===== config.mk =====
export PLATFORM = sky130hd
export DESIGN_NAME = lru_key_value_cache_unit
export DESIGN_NICKNAME = d
export VERILOG_FILES = /design/src/hw/rtl/lkvc_pkg.sv /design/src/hw/rtl/lru_key_value_cache_unit.sv /design/src/hw/rtl/lkvc_cell.sv /design/src/hw/rtl/lkvc_apb.sv
export SDC_FILE = /design/constraint.sdc
export NUM_CORES = 1
export LEC_CHECK = 0
export ABC_AREA = 1
export BUFFER_PORTS_ARGS = -buffer_cell sky130_fd_sc_hd__buf_2
export CORE_ASPECT_RATIO = 0.8
export CORE_UTILIZATION = 40
export CTS_BUF_LIST = sky130_fd_sc_hd__clkbuf_4
export DETAILED_ROUTE_END_ITERATION = 12
export PLACE_DENSITY = 0.57
export SLEW_MARGIN = 10
export SYNTH_ARGS = -nofsm -noshare
export SYNTH_HDL_FRONTEND = slang
export SYNTH_HIERARCHICAL = 1
export SYNTH_SLANG_ARGS = --single-unit

===== constraint.sdc =====
create_clock -name clk_i -period 7.7 [get_ports clk_i]
set_clock_uncertainty 0.1 [all_clocks]
set_input_delay 0.77 -clock clk_i [delete_from_list [all_inputs] [get_ports clk_i]]
set_output_delay 0.77 -clock clk_i [all_outputs]
set_load 0.05 [all_outputs]

===== src/hw/rtl/lkvc_pkg.sv =====
package lkvc_pkg;

  // Store geometry
  localparam int MAX_ENTRIES = 16;
  localparam int IDX_W       = (MAX_ENTRIES > 1) ? $clog2(MAX_ENTRIES) : 1;
  localparam int CNT_W       = $clog2(MAX_ENTRIES + 1);

  // Field widths
  localparam int KEY_W   = 32;
  localparam int VALUE_W = 32;
  localparam int CAP_W   = 5;
  localparam int CLAMP_W = (CAP_W > CNT_W) ? CAP_W : CNT_W;

  // Configuration port
  localparam int APB_AW   = 3;
  localparam int APB_DW   = 32;
  localparam int CAP_RESET = 16;

  // Register indexes
  typedef enum logic {
    REG_CAPACITY = 1'b0,
    REG_NONE     = 1'b1
  } reg_idx_e;

  // Request kinds
  typedef enum logic {
    OP_GET = 1'b0,
    OP_PUT = 1'b1
  } op_e;

  // One stored entry
  typedef struct packed {
    logic               valid;
    logic [KEY_W-1:0]   key;
    logic [VALUE_W-1:0] value;
  } entry_t;

  // Status handed from a cell to the top level
  typedef struct packed {
    logic match;
    logic any_match;
  } cell_stat_t;

endpackage


===== src/hw/rtl/lru_key_value_cache_unit.sv =====
// Channel   Dir  Handshake                Payload
// s_axis    in   tvalid/tready            tdata: key, value; tuser: op
// m_axis    out  tvalid/tready            tdata: read_value, evicted_key;
//                                         tuser: hit, evicted
// apb       in   psel/penable, pready=1   capacity_in_use at byte address 0
//
// A word is registered on acceptance and resolved when the result register can take it:
// all cells compare the key at once and the recency row shifts by one place.
// Sustained rate is one word per cycle while the result register drains;
// a result reaches m_axis_tvalid through the request register and then the result register.
// A stalled result register holds the pending word; the input takes a new
// word in the same cycle the pending one resolves. Reset empties the store.
module lru_key_value_cache_unit (
  input  logic                         clk_i,
  input  logic                         rst_ni,
  // Request stream
  input  logic                         s_axis_tvalid,
  output logic                         s_axis_tready,
  input  logic [63:0]                  s_axis_tdata,  // key[31:0], value[63:32]
  input  logic [0:0]                   s_axis_tuser,  // op[0]
  // Result stream
  output logic                         m_axis_tvalid,
  input  logic                         m_axis_tready,
  output logic [63:0]                  m_axis_tdata,  // read_value[31:0], evicted_key[63:32]
  output logic [1:0]                   m_axis_tuser,  // hit[0], evicted[1]
  // Configuration
  input  logic                         psel,
  input  logic                         penable,
  input  logic                         pwrite,
  input  logic [lkvc_pkg::APB_AW-1:0]  paddr,
  input  logic [lkvc_pkg::APB_DW-1:0]  pwdata,
  output logic [lkvc_pkg::APB_DW-1:0]  prdata,
  output logic                         pready
);

  localparam int N = lkvc_pkg::MAX_ENTRIES;

  logic [lkvc_pkg::CAP_W-1:0]   capacity;
  logic [lkvc_pkg::CLAMP_W-1:0] cap_ext, cap_eff;
  logic [lkvc_pkg::IDX_W-1:0]   full_idx;

  // Request register
  logic                          busy_q, busy_d;
  lkvc_pkg::op_e                 op_q, op_d;
  logic [lkvc_pkg::KEY_W-1:0]    key_q, key_d;
  logic [lkvc_pkg::VALUE_W-1:0]  val_q, val_d;

  // Result register
  logic                          out_valid_q, out_valid_d;
  logic                          hit_q, hit_d, ev_q, ev_d;
  logic [lkvc_pkg::VALUE_W-1:0]  rd_q, rd_d;
  logic [lkvc_pkg::KEY_W-1:0]    evk_q, evk_d;

  logic in_fire, exec;
  logic hit, evict, update;
  logic [lkvc_pkg::VALUE_W-1:0] hit_value;
  logic [lkvc_pkg::KEY_W-1:0]   tail_key;

  lkvc_pkg::entry_t     head;
  lkvc_pkg::entry_t     cell_in  [N];
  lkvc_pkg::entry_t     cell_out [N];
  lkvc_pkg::cell_stat_t stat     [N];
  logic [N-1:0]         any_in;
  logic [N-1:0]         load;
  logic [N-1:0]         valid_vec;

  lkvc_apb u_apb (
    .clk_i      (clk_i),
    .rst_ni     (rst_ni),
    .psel       (psel),
    .penable    (penable),
    .pwrite     (pwrite),
    .paddr      (paddr),
    .pwdata     (pwdata),
    .prdata     (prdata),
    .pready     (pready),
    .capacity_o (capacity)
  );

  // Capacity clamp: zero acts as one, above the store size acts as full size
  always_comb begin
    cap_ext = lkvc_pkg::CLAMP_W'(capacity);
    cap_eff = cap_ext;
    if (cap_ext == '0) begin
      cap_eff = lkvc_pkg::CLAMP_W'(1);
    end else if (cap_ext > lkvc_pkg::CLAMP_W'(N)) begin
      cap_eff = lkvc_pkg::CLAMP_W'(N);
    end
    full_idx = lkvc_pkg::IDX_W'(cap_eff - lkvc_pkg::CLAMP_W'(1));
  end

  // Handshake
  assign exec          = busy_q && (!out_valid_q || m_axis_tready);
  assign s_axis_tready = !busy_q || exec;
  assign in_fire       = s_axis_tvalid && s_axis_tready;

  always_comb begin
    busy_d = busy_q;
    op_d   = op_q;
    key_d  = key_q;
    val_d  = val_q;
    if (exec) begin
      busy_d = 1'b0;
    end
    if (in_fire) begin
      busy_d = 1'b1;
      op_d   = lkvc_pkg::op_e'(s_axis_tuser[0]);
      key_d  = s_axis_tdata[lkvc_pkg::KEY_W-1:0];
      val_d  = s_axis_tdata[lkvc_pkg::KEY_W +: lkvc_pkg::VALUE_W];
    end
  end

  // Cell row: entry 0 is most recent, valid entries are packed from the head
  for (genvar i = 0; i < N; i++) begin : g_cell
    if (i == N - 1) begin : g_last
      assign any_in[i] = 1'b0;
    end else begin : g_mid
      assign any_in[i] = stat[i+1].any_match;
    end
    if (i == 0) begin : g_head
      assign cell_in[i] = head;
    end else begin : g_body
      assign cell_in[i] = cell_out[i-1];
    end
    assign valid_vec[i] = cell_out[i].valid;

    lkvc_cell u_cell (
      .clk_i       (clk_i),
      .rst_ni      (rst_ni),
      .load_i      (load[i]),
      .entry_i     (cell_in[i]),
      .req_key_i   (key_q),
      .any_match_i (any_in[i]),
      .entry_o     (cell_out[i]),
      .stat_o      (stat[i])
    );
  end

  // Hit value and least-recent key, both one-hot selected
  always_comb begin
    hit_value = '0;
    tail_key  = '0;
    for (int i = 0; i < N; i++) begin
      if (stat[i].match) begin
        hit_value = hit_value | cell_out[i].value;
      end
      if (valid_vec[i] && ((i == N - 1) || !valid_vec[(i + 1) % N])) begin
        tail_key = tail_key | cell_out[i].key;
      end
    end
  end

  assign hit    = stat[0].any_match;
  assign evict  = (op_q == lkvc_pkg::OP_PUT) && !hit && valid_vec[full_idx];
  assign update = exec && (hit || (op_q == lkvc_pkg::OP_PUT));

  // New head entry: the touched or inserted key
  always_comb begin
    head.valid = 1'b1;
    head.key   = key_q;
    head.value = (op_q == lkvc_pkg::OP_PUT) ? val_q : hit_value;
  end

  // Shift enables: up to the hit on a hit, else over the filled run
  always_comb begin
    load = '0;
    for (int i = 0; i < N; i++) begin
      if (i == 0) begin
        load[i] = update;
      end else if (hit) begin
        load[i] = update && stat[i].any_match;
      end else if (evict) begin
        load[i] = update && valid_vec[i];
      end else begin
        load[i] = update && valid_vec[(i + N - 1) % N];
      end
    end
  end

  // Result register
  always_comb begin
    out_valid_d = out_valid_q;
    hit_d       = hit_q;
    ev_d        = ev_q;
    rd_d        = rd_q;
    evk_d       = evk_q;
    if (m_axis_tready) begin
      out_valid_d = 1'b0;
    end
    if (exec) begin
      out_valid_d = 1'b1;
      hit_d       = hit;
      ev_d        = evict;
      rd_d        = (hit && (op_q == lkvc_pkg::OP_GET)) ? hit_value : '0;
      evk_d       = evict ? tail_key : '0;
    end
  end

  always_ff @(posedge clk_i or negedge rst_ni) begin
    if (!rst_ni) begin
      busy_q      <= 1'b0;
      out_valid_q <= 1'b0;
    end else begin
      busy_q      <= busy_d;
      out_valid_q <= out_valid_d;
    end
  end

  always_ff @(posedge clk_i) begin
    op_q  <= op_d;
    key_q <= key_d;
    val_q <= val_d;
    hit_q <= hit_d;
    ev_q  <= ev_d;
    rd_q  <= rd_d;
    evk_q <= evk_d;
  end

  assign m_axis_tvalid = out_valid_q;
  assign m_axis_tdata  = {evk_q, rd_q};
  assign m_axis_tuser  = {ev_q, hit_q};

endmodule


===== src/hw/rtl/lkvc_cell.sv =====
module lkvc_cell (
  input  logic                    clk_i,
  input  logic                    rst_ni,
  input  logic                    load_i,
  input  lkvc_pkg::entry_t        entry_i,
  input  logic [lkvc_pkg::KEY_W-1:0] req_key_i,
  input  logic                    any_match_i,
  output lkvc_pkg::entry_t        entry_o,
  output lkvc_pkg::cell_stat_t    stat_o
);

  logic                          valid_q, valid_d;
  logic [lkvc_pkg::KEY_W-1:0]    key_q, key_d;
  logic [lkvc_pkg::VALUE_W-1:0]  value_q, value_d;
  logic                          match;

  // Key compare against the pending request
  assign match = valid_q && (key_q == req_key_i);

  // Match ripples toward the head so each cell knows a hit lies at or behind it
  assign stat_o.match     = match;
  assign stat_o.any_match = match | any_match_i;

  assign entry_o.valid = valid_q;
  assign entry_o.key   = key_q;
  assign entry_o.value = value_q;

  // Take the neighbor's entry when told to
  always_comb begin
    valid_d = valid_q;
    key_d   = key_q;
    value_d = value_q;
    if (load_i) begin
      valid_d = entry_i.valid;
      key_d   = entry_i.key;
      value_d = entry_i.value;
    end
  end

  always_ff @(posedge clk_i or negedge rst_ni) begin
    if (!rst_ni) begin
      valid_q <= 1'b0;
    end else begin
      valid_q <= valid_d;
    end
  end

  always_ff @(posedge clk_i) begin
    key_q   <= key_d;
    value_q <= value_d;
  end

endmodule


===== src/hw/rtl/lkvc_apb.sv =====
module lkvc_apb (
  input  logic                         clk_i,
  input  logic                         rst_ni,
  input  logic                         psel,
  input  logic                         penable,
  input  logic                         pwrite,
  input  logic [lkvc_pkg::APB_AW-1:0]  paddr,
  input  logic [lkvc_pkg::APB_DW-1:0]  pwdata,
  output logic [lkvc_pkg::APB_DW-1:0]  prdata,
  output logic                         pready,
  output logic [lkvc_pkg::CAP_W-1:0]   capacity_o
);

  logic [lkvc_pkg::CAP_W-1:0] cap_q, cap_d;
  lkvc_pkg::reg_idx_e         reg_idx;
  logic                       wr_en;

  // Word-aligned decode, low address bits ignored
  assign reg_idx = lkvc_pkg::reg_idx_e'(paddr[lkvc_pkg::APB_AW-1]);
  assign wr_en   = psel && penable && pwrite;
  assign pready  = 1'b1;

  always_comb begin
    cap_d = cap_q;
    if (wr_en && (reg_idx == lkvc_pkg::REG_CAPACITY)) begin
      cap_d = pwdata[lkvc_pkg::CAP_W-1:0];
    end
  end

  // Read back
  always_comb begin
    case (reg_idx)
      lkvc_pkg::REG_CAPACITY: prdata = lkvc_pkg::APB_DW'(cap_q);
      default:                prdata = '0;
    endcase
  end

  always_ff @(posedge clk_i or negedge rst_ni) begin
    if (!rst_ni) begin
      cap_q <= lkvc_pkg::CAP_W'(lkvc_pkg::CAP_RESET);
    end else begin
      cap_q <= cap_d;
    end
  end

  assign capacity_o = cap_q;

endmodule


=== After elaboration in Yosys (flattened, before gate mapping) ===
Cells that the tools add are included.

* Flip-flop bits (word level): 1178
* Output and inout port bits: 101
* Word-level logic and storage cells: 291

* Add/sub/neg operators: 1
* Order comparisons: 2
* Equality and inequality tests: 16
* Multiplexer cells: 72
* Bitwise operators: 47
* Reductions and logical operators: 95

{| class="wikitable"
|+ Operator list
! kind !! number
|-
| $mux 32 || 33
|-
| $or 32x32->32 || 30
|-
| $eq 32x32->1 || 16
|-
| $logic_and 1x1->1 || 71
|-
| $mux 1 || 35
|-
| $logic_not 1->1 || 18
|-
| $or 1x1->1 || 15
|-
| $mux 4 || 2
|-
| $gt 5x5->1 const B || 1
|-
| $logic_not 5->1 || 1
|-
| $lt 4x5->1 const B || 1
|-
| $mux 5 || 1
|-
| $bmux 1 s4 || 1
|-
| $reduce_bool 2->1 || 2
|-
| $sub 4x1->4 const B || 1
|-
| $logic_or 1x1->1 || 3
|-
| $not 1->1 || 2
|}

=== Longest topological paths before layout ===
Gate-level depths: netlist of run 1.

* Depth after elaboration: 34
* Mapped depth: 49

=== Hierarchy ===
The synthesis of run 1 kept the hierarchy.

{| class="wikitable"
|+ Modules (own cells, without submodules)
! module !! times used !! cells each !! area an instance (um2) !! sequential area each (um2)
|-
| lkvc_cell || 16 || 277 || 2834.0 || 1946.9
|-
| lru_key_value_cache_unit || 1 || 1687 || 11574.9 || 3983.8
|-
| lkvc_apb || 1 || 65 || 478.0 || 126.4
|}

=== Worst setup path before layout of run 1 ===
No wires, ideal clock.

* Path kind: reg-to-reg
* Start: reg, netlist name key_q[8]
* End: reg g_cell[10].u_cell.valid_q
* Library setup time: 0.207 ns
* Arrival: 6.715 ns
* Data required time: 7.393 ns
* Path slack: 0.677 ns
* Stages on the path, launching flop included: 46
* Path buffers: 1
* Clock period less this slack: 7.023 ns
* Cells stage by stage: edfxtp_1 > xnor2_1 > nand2_1 > nor2_1 > nand2_1 > nor2_1 > nand3_1 > nand2_1 > inv_1 > nand2_1 > inv_1 > nand2_1 > inv_1 > nand2_1 > inv_1 > nand2_1 > inv_1 > nand2_1 > [10 not listed] > inv_1 > nand2_1 > inv_1 > nand2_1 > inv_1 > nand2_1 > inv_1 > nand2_1 > inv_1 > nand2_1 > inv_1 > a21oi_1 > buf_2 > nand2_1 > nand4_1 > nand3_1 > nand2_1 > o21ai_0

{| class="wikitable"
|+ RTL lines
! element !! line !! text
|-
| end signal, assigned || lkvc_cell.sv:44 || <nowiki>valid_q <= valid_d;</nowiki>
|-
| end, declared || lkvc_cell.sv:12 || <nowiki>logic valid_q, valid_d;</nowiki>
|}

==> flow_summary.toml, run 1 <==
[yosys]
ys_types = 41
synth.avg_cell_area_sq_um = 9.28
synth-edff-count = 1155
yosysMostFrequentCell = "nand2_1"
seq_area_frac_synth = 0.614
syn_inst = 6184
netlist_area_sq_um = 57400
synth_common_cells = "2130 x nand2_1, 1155 x edfxtp_1, 900 x inv_1"
ys_warn_count = 6
synthTopCellsByArea = "edfxtp_1 60%, nand2_1 14%, inv_1 5.9%"
yosysTopAreaCell = "edfxtp_1"
synth_top_area_share = 0.604
synth_ff_type = "edfxtp_1"
ys_seq_elements = 1178
synthArstFlopShare = 0.0195

[global_routing]
antenna_found_initial = 8
grt_max_degree = 66
grtUsageTotal = 0.306
first_global_vias = 43900
grt_use_met3 = 0.0664
grt_first_pass_wirelength_mm = 313
grtUsageMet2 = 0.435
grtUsageMet1 = 0.455
grt-ovfl-total = 0
grt_busiest_layer = "met1"

[cts]
cts_buffers = 331
root_buffer = "clkbuf_4"
cts_buffer_depth = 4
clk_pin_slew_ps = 70
htreeDepth = 5
insertion_delay_ps = 1330
cts_tree = "built"
cts.sink_count = 1178

[sta]
fin_crit_ps = 6890
fmax_mhz = 145
period_share = 0.895
maxSlewHeadroom = 0.175
rsz0062_at_grt = "false"
slew_viol_final = 0
hold_viol = 0
setup-violations-final = 0
finalSetupTns_ps = 0
worst_pin_slew_ps = 1230

[cells_and_area]
final_nets = 6874
fill_cells = 13500
utilization = 0.469
area_growth_syn_to_layout_pct = 15.5
final_area_sq_um = 66300
drive_above_1_share = 0.124

[drt]
drt_iter0_drc = 5793
wl_per_cell_um = 25.4
first_pass_iters = 7
ant_nets = 0
vias_per_cell = 5.31
drcViolationCount = 0
vias = 47100
drt_wl_total_mm = 225

[worst_setup_path]
cp_data_required_time_ps = 8520
worstPathArrival_ps = 7710
crit_fanout = 32
cp_common_cell = "nand2_1"
rr_worst_depth = 41
setup.reg_to_reg.worst_slack_ps = 810
rr_startpoint = "key_q[6]"
r2r-end = "g_cell[5].u_cell/key_q[20]"
critPathKind = "register to register"
crit_path_end_kind = "register"
cpPeakStageDelay_ps = 710
crit_slowest_cell = "a21oi_4"
start_kind = "register"

[power]
pwr-share-clk = 0.287
p_seq_frac = 0.462
intPower_uw = 12500
sw_frac_of_total = 0.373
switchingPower_uw = 7410
ir_drop_v = 0.000159
p_leak_uw = 0.0287
combPwrFrac = 0.251
p_per_area_nw_per_um2 = 300

[die]
row_count = 123
core_area_sq_um = 141000
die_area_sq_um = 145000
io_pins = 208
die_w_um = 426
start_util = 0.406
die_h_um = 341

[placed_design]
io_buffers = 150
dp_hpwl_mm = 165
placed_cell_area_sq_um = 61200
gp_congestion = 0.993

[run]
maxCapViolCount = 0

[hold_path]
whs_endpoint = "val_q[29]"
hold_start = "s_axis_tdata[61]"
hold_depth = 2
worstHoldPathType = "primary input to register"

[outcome]
outcome = "complete, no violations"
-- worst max-delay path by stage --
stage,startpoint,end,slack [ps],cells past startpoint
floorplan,key_q[8],g_cell[10].u_cell/valid_q,680,45
global placement,key_q[6],g_cell[5].u_cell/key_q[7],940,41
detailed placement,key_q[6],g_cell[5].u_cell/key_q[7],1060,41
CTS,key_q[6],g_cell[5].u_cell/key_q[5],920,41
global route,key_q[6],g_cell[5].u_cell/key_q[18],350,41
finish,key_q[6],g_cell[5].u_cell/key_q[20],810,41
-- flip-flops by register name, indices dropped and copies added (netlist names) --
signal and cells:
g_cell.u_cell/key_q 512, busy_q 1, g_cell.u_cell/valid_q 16, key_q 32
evk_q 32, op_q 1, val_q 32, g_cell.u_cell/value_q 512
hit_q 1, u_apb/capacity_o 5, ev_q 1, m_axis_tvalid 1
rd_q 32
-- critical path, delay by kind of cell (launching register included) --
family,cells,cell delay [ps]
buf+inv,16,1510
compound gates,1,710
xor+xnor,1,430
simple gates,23,3160
flops,1,520
-- power groups by stage --
stage	Combinational [uW]	Clock (uW)	Sequential (uW)
2_1_floorplan	2470	0	9150
3_3_place_gp	4780	0	9250
3_5_place_dp	4800	0	9270
4_1_cts	4860	5790	9150
5_1_grt	5250	6110	9270
6_report	4990	5690	9180
-- cell usage in the layout (no fill, tap or decap), types with 49 or more instances in the layout --
| cell | n |
|---|---|
| xor2_1 | 49 |
| a221oi_1 | 90 |
| o21ai_0 | 179 |
| inv_1 | 895 |
| nand3_1 | 266 |
| buf_4 | 120 |
| clkbuf_4 | 479 |
| nand2_1 | 2115 |
| dlygate4sd3_1 | 113 |
| edfxtp_1 | 1155 |
| xnor2_1 | 96 |
| nor3_1 | 50 |
| a22o_1 | 88 |
| nand4_1 | 96 |
| nor2_1 | 658 |
| a21oi_1 | 76 |
| clkinv_1 | 49 |
| buf_2 | 150 |
-- cell type report --
class                      count  area (sq um)  share of cell area
clock inverter                65           335             0.00506
timing repair buffer         404          3200              0.0483
antenna                       12          30.0            0.000453
multi-input combinational   3950         18100               0.274
inverter                     901          3380              0.0510
clock buffer                 479          3600              0.0542
sequential                  1178         35300               0.532
tap                         1875          2350              0.0354
-- metal layers --
metal / part of all wire / wire length (um)
met5: 0 / 0
met4: 0.036 / 8030
met2: 0.42 / 93600
met3: 0.099 / 22400
met1: 0.45 / 101000
-- what timing repair did --
item | 4_1_cts | 5_1_grt
hold endpoints to repair | 95 | 0
hold buffers | 113 | 0
gates resized for setup | 0 | 0
setup endpoints to repair | 0 | 0
buffers inserted | 0 | 0
-- through the flow --
stage	instances	worst slack, ps	hold slack [ps]	power (uW)
5_1_grt	8861	353	7.77	20600
3_5_place_dp	8193	1060	332	14100
2_1_floorplan	6210	677	326	11600
6_report	8864	806	106	19900
4_1_cts	8850	923	1.80	19800
3_3_place_gp	8193	943	328	14000
-- logic make-up after synthesis --
family / count (synthesis) / share of synthesized area
simple gates: 3272 / 0.230
flops: 1178 / 0.614
buf+inv: 1082 / 0.0754
compound gates: 502 / 0.0578
xor+xnor: 145 / 0.0221
other cells: 4 / 0.000262
fa+ha+maj: 1 / 0.000218
Note: power is estimated with default switching activity, not from simulation.
==> run 2, diff against run 1 <==
Settings changed: CELL_PAD_IN_SITES_DETAIL_PLACEMENT set to 0, CELL_PAD_IN_SITES_GLOBAL_PLACEMENT set to 1, PLACE_DENSITY 0.57 to 0.69.
==> run 2 against run 1 <==
  * Utilization shrank 0.073 points
  * Cell count hardly changed
  * Die area stayed put
  * Sequential power about the same
  * Hold slack gained 29 ps
  * Register-to-register slack gained 430 ps
  * Via count fell by 0.37%
  * Clock power is 2% lower
  * Maximum frequency up 6.7%
  * First-iteration DRC count is 8.2% lower
==> flow_summary.toml, run 2 (synthesized netlist as in run 1, its figures left out) <==
[outcome]
outcome = "complete, no violations"

[worst_setup_path]
worstPathArrival_ps = 7280
critPathBufInv = 17
critPathKind = "register to register"
cpPeakStageDelay_ps = 590
crit_fanout = 25
crit_slowest_cell = "edfxtp_1"
critical-path-top-delay-family = "simple AND/OR/NAND/NOR gates"
start_kind = "register"
crit_path_end_kind = "register"
cp_data_required_time_ps = 8520
cp_common_cell = "nand2_1"

[power]
p_leak_uw = 0.0286
p_per_area_nw_per_um2 = 298
ir_drop_v = 0.000180

[cells_and_area]
final_nets = 6873
final_common_cell = "nand2_1"
largest_registers = "g_cell.u_cell/key_q x512, g_cell.u_cell/value_q x512"
area_growth_syn_to_layout_pct = 15.3
drive_above_1_share = 0.120
layout_common_cells = "2115 x nand2_1, 1155 x edfxtp_1, 896 x inv_1, 658 x nor2_1, 469 x clkbuf_4"
final_area_sq_um = 66200
fill_cells = 13600

[die]
row_count = 123
die_w_um = 426
start_util = 0.406
io_pins = 208
core_area_sq_um = 141000
die_area_sq_um = 145000
die_h_um = 341

[global_routing]
grtUsageTotal = 0.311
grt-ovfl-total = 0
first_global_vias = 44600
grt_first_pass_wirelength_mm = 316
antenna_found_initial = 11
grt_max_degree = 66

[drt]
first_pass_iters = 6
ant_nets = 0
drcViolationCount = 0
vias_per_cell = 5.30
wl_per_cell_um = 25.7
vias = 46900
drt_wl_total_mm = 227
drt_iter0_drc = 5317

[cts]
root_buffer = "clkbuf_4"
htreeDepth = 5
clk_pin_slew_ps = 70
cts_buffer_depth = 4
cts.sink_count = 1178
cts_buffers = 327
cts_setup_buffers = 0
insertion_delay_ps = 1370
cts_tree = "built"

[sta]
fin_crit_ps = 6460
rsz0062_at_grt = "false"
finalSetupTns_ps = 0
slew_viol_final = 0
maxSlewHeadroom = 0.152
fmax_mhz = 155
worst_pin_slew_ps = 1260
period_share = 0.839
setup-violations-final = 0
hold_viol = 0

[placed_design]
gp_congestion = 1.02
placed_cell_area_sq_um = 61100
io_buffers = 150
dp_hpwl_mm = 166

[hold_path]
worstHoldPathType = "primary input to register"

[run]
maxCapViolCount = 0
## run 2: cell count changes in the layout (fill, tap and decap cells not counted), sizes merged
cell	previous run	this run
dlygate4sd3	113	124
bufinv	3	1
clkinvlp	1	0
diode	12	13
buf	291	282
clkbuf	479	469
inv	906	904
clkinv	56	63
## run 2: final timing paths
| check | end | slack, ps | startpoint | depth (start not counted) |
|---|---|---|---|---|
| worst max-delay path | g_cell[7].u_cell/key_q[10] | 1240 | g_cell[15].u_cell/key_q[6] | 44 |
| worst min-delay path | val_q[1] | 140 | s_axis_tdata[33] | 2 |
| worst max register to register | g_cell[7].u_cell/key_q[10] | 1240 | g_cell[15].u_cell/key_q[6] | 44 |
| worst min register to register | g_cell[4].u_cell/value_q[20] | 300 | g_cell[3].u_cell/value_q[20] | 0 |
| max in group asynchronous | g_cell[3].u_cell/valid_q | 6630 | rst_ni | 2 |
| min in group asynchronous | g_cell[5].u_cell/valid_q | 160 | rst_ni | 2 |
## run 2: what timing repair did
| action | CTS | global route |
|---|---|---|
| hold buffers | 124 | 0 |
| resized for setup | 0 | 0 |
| hold endpoints to repair | 95 | 0 |
## run 2: layer usage
layer  global-route usage  share of wire  vias up
met4                0.103          0.031        2
met2                0.449           0.42     2352
met1                0.451           0.44    22600
met5                    0       0.000057        -
met3               0.0804           0.11      380
li1                     -              -    21600
## run 2: per-stage QoR
step                setup slack, ps  hold WS, ps  cells   util  power (uW)
finish                         1240          135   8859  0.468       19700
global route                    841         35.1   8856  0.468       20500
CTS                            1380         2.49   8845  0.468       19700
detailed placement             1490          332   8186  0.432       14100
global placement               1380          329   8186  0.432       14100
floorplan                       677          326   6210      -       11600
## run 2: area by class of cell
type,count,area (sq um),area share
Tap cell,1875,2350,0.0354
Sequential cell,1178,35300,0.533
Inverter,901,3380,0.0511
Timing Repair Buffer,407,3220,0.0486
Clock inverter,67,288,0.00435
Multi-Input combinational cell,3950,18200,0.274
Clock buffer,468,3510,0.0531
Antenna cell,13,32.5,0.000491
## run 2: power breakdown
part	switching, uW	internal (uW)	total (uW)
Sequential	854	8310	9170
Clock	2760	2800	5560
Combinational	3790	1210	5000
